$ cat src/sv/sspq_pkg.sv
package sspq_pkg;

   localparam int DEPTH_DEFAULT = 16;
   localparam int DATA_WIDTH_DEFAULT = 32;
   localparam int PRIO_WIDTH_DEFAULT = 16;

   localparam logic [1:0] MODE_INSERT = 2'd0;
   localparam logic [1:0] MODE_REMOVE = 2'd1;
   localparam logic [1:0] MODE_CLEAR = 2'd2;

   localparam logic [1:0] STATUS_OK = 2'd0;
   localparam logic [1:0] STATUS_EMPTY = 2'd1;
   localparam logic [1:0] STATUS_FULL = 2'd2;

   // operation broadcast to every cell of the row
   typedef struct packed {
      logic insert;
      logic remove;
   } cell_ctl_type;

endpackage

$ cat src/sv/sspq_cell.sv
module sspq_cell import sspq_pkg::*; #(
   parameter int DATA_WIDTH = DATA_WIDTH_DEFAULT,
   parameter int PRIO_WIDTH = PRIO_WIDTH_DEFAULT
) (
   input  logic                         clock,
   input  cell_ctl_type                 ctl,
   input  logic                         occupied,
   input  logic [DATA_WIDTH-1:0]        new_value,
   input  logic signed [PRIO_WIDTH-1:0] new_prio,
   input  logic                         left_after,
   input  logic [DATA_WIDTH-1:0]        left_value,
   input  logic signed [PRIO_WIDTH-1:0] left_prio,
   input  logic [DATA_WIDTH-1:0]        right_value,
   input  logic signed [PRIO_WIDTH-1:0] right_prio,
   output logic [DATA_WIDTH-1:0]        value,
   output logic signed [PRIO_WIDTH-1:0] prio,
   output logic                         after
);

   logic [DATA_WIDTH-1:0]        value_ff;
   logic [DATA_WIDTH-1:0]        value_in;
   logic signed [PRIO_WIDTH-1:0] prio_ff;
   logic signed [PRIO_WIDTH-1:0] prio_in;

   // new item goes behind every held entry with equal or lower priority
   assign after = occupied && (prio_ff <= new_prio);

   always_comb begin
      value_in = value_ff;
      prio_in = prio_ff;
      if (ctl.insert) begin
         if (!after) begin
            if (left_after) begin
               value_in = new_value;
               prio_in = new_prio;
            end else begin
               value_in = left_value;
               prio_in = left_prio;
            end
         end
      end else if (ctl.remove) begin
         value_in = right_value;
         prio_in = right_prio;
      end
   end

   always_ff @(posedge clock) begin
      value_ff <= value_in;
      prio_ff <= prio_in;
   end

   assign value = value_ff;
   assign prio = prio_ff;

endmodule

$ cat src/sv/stable_sorted_priority_queue_top.sv
// channel | handshake            | fields                                               | dir
// req     | req_valid, req_ready | mode, item_value, item_priority                      | in
// rsp     | rsp_valid, rsp_ready | status, removed_value, head_value, entry_count, empty_flag | out
//
// one item per cycle unless a result is stalled: every cell of the row updates in the same cycle,
// comparing its priority against the new one and shifting toward its neighbor
// the result is registered and shows in the cycle after the item is accepted
// reset empties the queue at once; no clearing pass is needed
// a stalled result holds back the next item only while rsp_ready is low
module stable_sorted_priority_queue_top import sspq_pkg::*; #(
   parameter int DEPTH = DEPTH_DEFAULT,
   parameter int DATA_WIDTH = DATA_WIDTH_DEFAULT,
   parameter int PRIO_WIDTH = PRIO_WIDTH_DEFAULT,
   localparam int CountWidth = $clog2(DEPTH + 1)
) (
   input  logic                         clock,
   input  logic                         reset,
   input  logic                         req_valid,
   output logic                         req_ready,
   input  logic [1:0]                   req_mode,
   input  logic [DATA_WIDTH-1:0]        req_item_value,
   input  logic signed [PRIO_WIDTH-1:0] req_item_priority,
   output logic                         rsp_valid,
   input  logic                         rsp_ready,
   output logic [1:0]                   rsp_status,
   output logic [DATA_WIDTH-1:0]        rsp_removed_value,
   output logic [DATA_WIDTH-1:0]        rsp_head_value,
   output logic [CountWidth-1:0]        rsp_entry_count,
   output logic                         rsp_empty_flag
);

   logic                  rsp_valid_ff;
   logic                  rsp_valid_in;
   logic [1:0]            status_ff;
   logic [1:0]            status_in;
   logic [DATA_WIDTH-1:0] removed_ff;
   logic [DATA_WIDTH-1:0] removed_in;
   logic [CountWidth-1:0] count_ff;
   logic [CountWidth-1:0] count_in;

   logic req_fire;
   logic full;
   logic empty;
   cell_ctl_type ctl;

   logic [DATA_WIDTH-1:0]        cell_value [DEPTH];
   logic signed [PRIO_WIDTH-1:0] cell_prio [DEPTH];
   logic [DEPTH-1:0]             cell_after;

   assign req_ready = !rsp_valid_ff || rsp_ready;
   assign req_fire = req_valid && req_ready;
   assign full = (count_ff == CountWidth'(DEPTH));
   assign empty = (count_ff == '0);

   assign ctl.insert = req_fire && (req_mode == MODE_INSERT) && !full;
   assign ctl.remove = req_fire && (req_mode == MODE_REMOVE) && !empty;

   for (genvar i = 0; i < DEPTH; i++) begin : g_cell
      logic                         occupied;
      logic                         left_after;
      logic [DATA_WIDTH-1:0]        left_value;
      logic signed [PRIO_WIDTH-1:0] left_prio;
      logic [DATA_WIDTH-1:0]        right_value;
      logic signed [PRIO_WIDTH-1:0] right_prio;

      assign occupied = (CountWidth'(i) < count_ff);

      if (i == 0) begin : g_head
         assign left_after = 1'b1;
         assign left_value = req_item_value;
         assign left_prio = req_item_priority;
      end else begin : g_body
         assign left_after = cell_after[i-1];
         assign left_value = cell_value[i-1];
         assign left_prio = cell_prio[i-1];
      end

      if (i == DEPTH - 1) begin : g_tail
         assign right_value = cell_value[i];
         assign right_prio = cell_prio[i];
      end else begin : g_inner
         assign right_value = cell_value[i+1];
         assign right_prio = cell_prio[i+1];
      end

      sspq_cell #(
         .DATA_WIDTH(DATA_WIDTH),
         .PRIO_WIDTH(PRIO_WIDTH)
      ) u_cell (
         .clock      (clock),
         .ctl        (ctl),
         .occupied   (occupied),
         .new_value  (req_item_value),
         .new_prio   (req_item_priority),
         .left_after (left_after),
         .left_value (left_value),
         .left_prio  (left_prio),
         .right_value(right_value),
         .right_prio (right_prio),
         .value      (cell_value[i]),
         .prio       (cell_prio[i]),
         .after      (cell_after[i])
      );
   end

   always_comb begin
      rsp_valid_in = rsp_valid_ff;
      status_in = status_ff;
      removed_in = removed_ff;
      count_in = count_ff;
      if (rsp_valid_ff && rsp_ready) begin
         rsp_valid_in = 1'b0;
      end
      if (req_fire) begin
         rsp_valid_in = 1'b1;
         status_in = STATUS_OK;
         removed_in = '0;
         case (req_mode)
            MODE_INSERT: begin
               if (full) begin
                  status_in = STATUS_FULL;
               end else begin
                  count_in = count_ff + 1'b1;
               end
            end
            MODE_REMOVE: begin
               if (empty) begin
                  status_in = STATUS_EMPTY;
               end else begin
                  removed_in = cell_value[0];
                  count_in = count_ff - 1'b1;
               end
            end
            MODE_CLEAR: begin
               count_in = '0;
            end
            default: begin
               count_in = count_ff;
            end
         endcase
      end
   end

   always_ff @(posedge clock) begin
      if (reset) begin
         rsp_valid_ff <= 1'b0;
         count_ff <= '0;
      end else begin
         rsp_valid_ff <= rsp_valid_in;
         count_ff <= count_in;
      end
      status_ff <= status_in;
      removed_ff <= removed_in;
   end

   // state changes only on accept, so head and count read straight from the row
   assign rsp_valid = rsp_valid_ff;
   assign rsp_status = status_ff;
   assign rsp_removed_value = removed_ff;
   assign rsp_head_value = empty ? '0 : cell_value[0];
   assign rsp_entry_count = count_ff;
   assign rsp_empty_flag = empty;

   a_count_bound: assert property (@(posedge clock) disable iff (reset)
      count_ff <= CountWidth'(DEPTH))
      else $error("entry count above depth");

   a_full_reject: assert property (@(posedge clock) disable iff (reset)
      (req_fire && (req_mode == MODE_INSERT) && full)
      |=> (rsp_status == STATUS_FULL) && $stable(count_ff))
      else $error("insert into full queue not rejected");

   a_clear: assert property (@(posedge clock) disable iff (reset)
      (req_fire && (req_mode == MODE_CLEAR)) |=> (count_ff == '0))
      else $error("clear left entries behind");

   a_head_sorted: assert property (@(posedge clock) disable iff (reset)
      (count_ff >= CountWidth'(2)) |-> (cell_prio[0] <= cell_prio[1]))
      else $error("head entry out of order");

   a_result_follows: assert property (@(posedge clock) disable iff (reset)
      req_fire |=> rsp_valid)
      else $error("accepted item gave no result");

endmodule

$ cat config.mk
export PLATFORM = sky130hd
export DESIGN_NAME = stable_sorted_priority_queue_top
export DESIGN_NICKNAME = d
export VERILOG_FILES = /design/src/sv/sspq_pkg.sv /design/src/sv/sspq_cell.sv /design/src/sv/stable_sorted_priority_queue_top.sv
export SDC_FILE = /design/constraint.sdc
export NUM_CORES = 2
export LEC_CHECK = 0
export BUFFER_PORTS_ARGS = -buffer_cell sky130_fd_sc_hd__buf_2
export CORE_ASPECT_RATIO = 0.6
export CORE_MARGIN = 2
export CORE_UTILIZATION = 51
export CTS_CLUSTER_DIAMETER = 60
export DETAILED_ROUTE_END_ITERATION = 8
export PLACE_DENSITY = 0.74
export SLEW_MARGIN = 20
export SYNTH_ARGS = -nofsm -noshare
export SYNTH_HDL_FRONTEND = slang
export SYNTH_SLANG_ARGS = --single-unit
$ cat constraint.sdc
create_clock -name clock -period 7.8 [get_ports clock]
set_input_delay 1.56 -clock clock [delete_from_list [all_inputs] [get_ports clock]]
set_output_delay 1.56 -clock clock [all_outputs]
set_load 0.1 [all_outputs]
==> results.json <==
{
  "ctsHoldBuffers": 0,
  "cts_buffers": 79,
  "max_stage_delay_ps": 870,
  "die_h_microns": 236,
  "path_buf_inv": 3,
  "via_per_inst": 6.57,
  "grt-busiest-layer": "met1",
  "grt_use_met3_pct": 10.3,
  "grt_overflow": 0,
  "vias": 36100,
  "core_area_sq_um": 88100,
  "arrival_ps": 5960,
  "cts_tree": "yes",
  "clockBufferDepth": 3,
  "synth-main-ff-cell": "edfxtp_1",
  "finalSetupTns_ps": 0,
  "grt_pass1_wl_microns": 215000,
  "max_freq_mhz": 177,
  "postCtsSetupBuffers": 0,
  "skew_ps": 21.8,
  "ff_latch_area_sq_um": 24200,
  "grt.total_usage_pct": 31.0,
  "drt_pass1_iterations": 8,
  "cp_max_fo": 48,
  "dp_hpwl_microns": 92400,
  "drc": 0,
  "yosys_warnings": 0,
  "holdWs_ps": 532,
  "cts-root-buf": "clkbuf_16",
  "ctsResizeCount": 0,
  "synthToLayoutAreaGrowth_pct": 8.83,
  "end_kind": "flip-flop",
  "synth_fp_nets": 4660,
  "cts_max_level": 3,
  "async_reset_ff_share_pct": 0,
  "synth_cell_type_count": 67,
  "dieArea_sq_um": 92000,
  "dr.first_iter.drc_count": 6077,
  "cts.clk_slew.worst_paths_ps": 70,
  "gp_congestion": 0.998,
  "drv_cap": 0,
  "worst_pin_slew_ps": 1240,
  "setup_viol": 0,
  "nFillCells": 7411,
  "hp-class": "reg -> reg",
  "synth_area_per_cell_sq_um": 10.5,
  "clock_sinks": 808,
  "power.density_nw_per_um2": 215,
  "drive_gt1_share_pct": 10.4,
  "min_period_over_period_pct": 72.4,
  "antenna_found_initial": 6,
  "final_common_cell": "edfxtp_1",
  "ys_ff_latch": 808,
  "path_cells": "buf_2 -> inv_1 -> ha_1 -> nand4_1 -> nor3_1 -> a211o_1 -> o211ai_1 -> and3_2 -> o21ai_4 -> buf_4",
  "rsz0062_at_grt": "false",
  "initial_utilization_pct": 51.8,
  "hold_viol_final": 0,
  "grtUsageMet2_pct": 39.5,
  "layout_common_cells": "802 x edfxtp_1, 661 x nand2_1, 468 x a21oi_1",
  "drv_slew": 0,
  "slew_headroom_pct": 17.1,
  "synth-edff-count": 802,
  "io_buffers": 127,
  "synth-seq-area-share_pct": 53.0,
  "grt_max_degree": 211,
  "route.antenna.remaining_nets": 0,
  "status": "finished clean",
  "rows": 84,
  "slowest_stage": "nor3_1",
  "num_io_pins": 128,
  "leakage_nw": 18.4,
  "netlist_area_sq_um": 45600,
  "die_w_microns": 390,
  "wl_microns": 145000,
  "path_delay_family": "simple AND/OR/NAND/NOR gates",
  "multi_input_area_sq_um": 20000,
  "nets": 4591,
  "postSynthCellCount": 4344,
  "cp-start-kind": "input port",
  "wl_per_cell_microns": 26.5,
  "fin_crit_ps": 5650,
  "cp_data_required_time_ps": 8110,
  "path_class": "in -> reg",
  "use_met1_pct": 48.9,
  "clkLatencyLatePin_ps": 700,
  "ir_drop_mv": 0.189,
  "grt_pass1_vias": 33200
}
## registers in the layout, summed over array words and instances (netlist names)
signal and cells:
g_cell.u_cell.value 512, rsp_valid 1, g_cell.u_cell.prio 256, rsp_status 2, rsp_entry_count 5, rsp_removed_value 32
## cells in the mapped netlist, drive strengths merged (49+ instances only)
library cell / count / share of area [%]
edfxtp: 802 / 53
nand2: 668 / 5.5
a21oi: 471 / 5.2
nor2: 317 / 2.6
clkbuf: 262 / 2.2
ha: 262 / 7.2
mux2i: 242 / 5.3
nand3: 217 / 2.4
o211ai: 188 / 3.1
o21ai: 140 / 1.5
buf: 86 / 0.97
and2: 82 / 1.1
inv: 68 / 0.56
nand2b: 58 / 0.80
nand4: 53 / 0.73
nor2b: 53 / 0.73
o221a: 50 / 1.2
a31oi: 49 / 0.67
mux2: 49 / 1.2
## metrics by stage
| step | cells | total power (W) | utilization [%] | setup WS (ps) | area (sq um) |
|---|---|---|---|---|---|
| finish | 5492 | 0.0107 | 56.4 | 2150 | 49700 |
| global route | 5492 | 0.0110 | 56.4 | 2130 | 49700 |
| CTS | 5488 | 0.0107 | 56.4 | 2470 | 49600 |
| detailed placement | 5355 | 0.00693 | 53.6 | 1750 | 47200 |
| global placement | 5355 | 0.00688 | 53.6 | 1860 | 47200 |
| floorplan | 4344 | 0.00639 | - | 53.5 | 45600 |
## worst paths after layout
check / from / end / slack (ps) / depth (start not counted)
max: req_item_priority[15] / g_cell[0].u_cell.value[22] / 2150 / 10
min: rsp_entry_count[1] / rsp_entry_count[1] / 530 / 2
max reg2reg: rsp_entry_count[0] / g_cell[3].u_cell.prio[8] / 3050 / 11
min reg2reg: rsp_entry_count[1] / rsp_entry_count[1] / 530 / 2
## area by class of cell
cell class                 count  share of cell area (%)
multi-input combinational   3120                    40.4
antenna                        4                  0.0202
clock inverter                35                   0.683
tap                         1161                    2.93
timing repair buffer         198                    2.58
inverter                      68                   0.514
clock buffer                  98                    4.17
sequential                   808                    48.7
## tightest hold or removal path, stage by stage (launching register included)
cell      delay (ps)
dfxtp_1          310
inv_1            100
a211oi_1          80
## logic make-up (layout without fill, tap and decap cells)
group | count (synthesis) | after routing | share of synthesized area, %
mux | 291 | 291 | 6.52
buf+inv | 416 | 399 | 3.69
other cells | 0 | 4 | 0
simple gates | 1493 | 1493 | 14.5
fa+ha+maj | 262 | 262 | 7.18
compound gates | 1074 | 1074 | 15.0
flops | 808 | 808 | 53.0
## metal layers
| metal | share of wire, % | vias up |
|---|---|---|
| met5 | 0.023 | - |
| met4 | 2.5 | 2 |
| met3 | 16 | 259 |
| met2 | 38 | 2493 |
| met1 | 44 | 17300 |
| li1 | - | 16000 |
## power by group
group          switching (W)  total, W  internal, W
registers           0.000147   0.00522      0.00507
logic                0.00123   0.00168     0.000452
clock network        0.00175   0.00377      0.00203
total                0.00312    0.0107      0.00755
(Power assumes the default switching activity.)
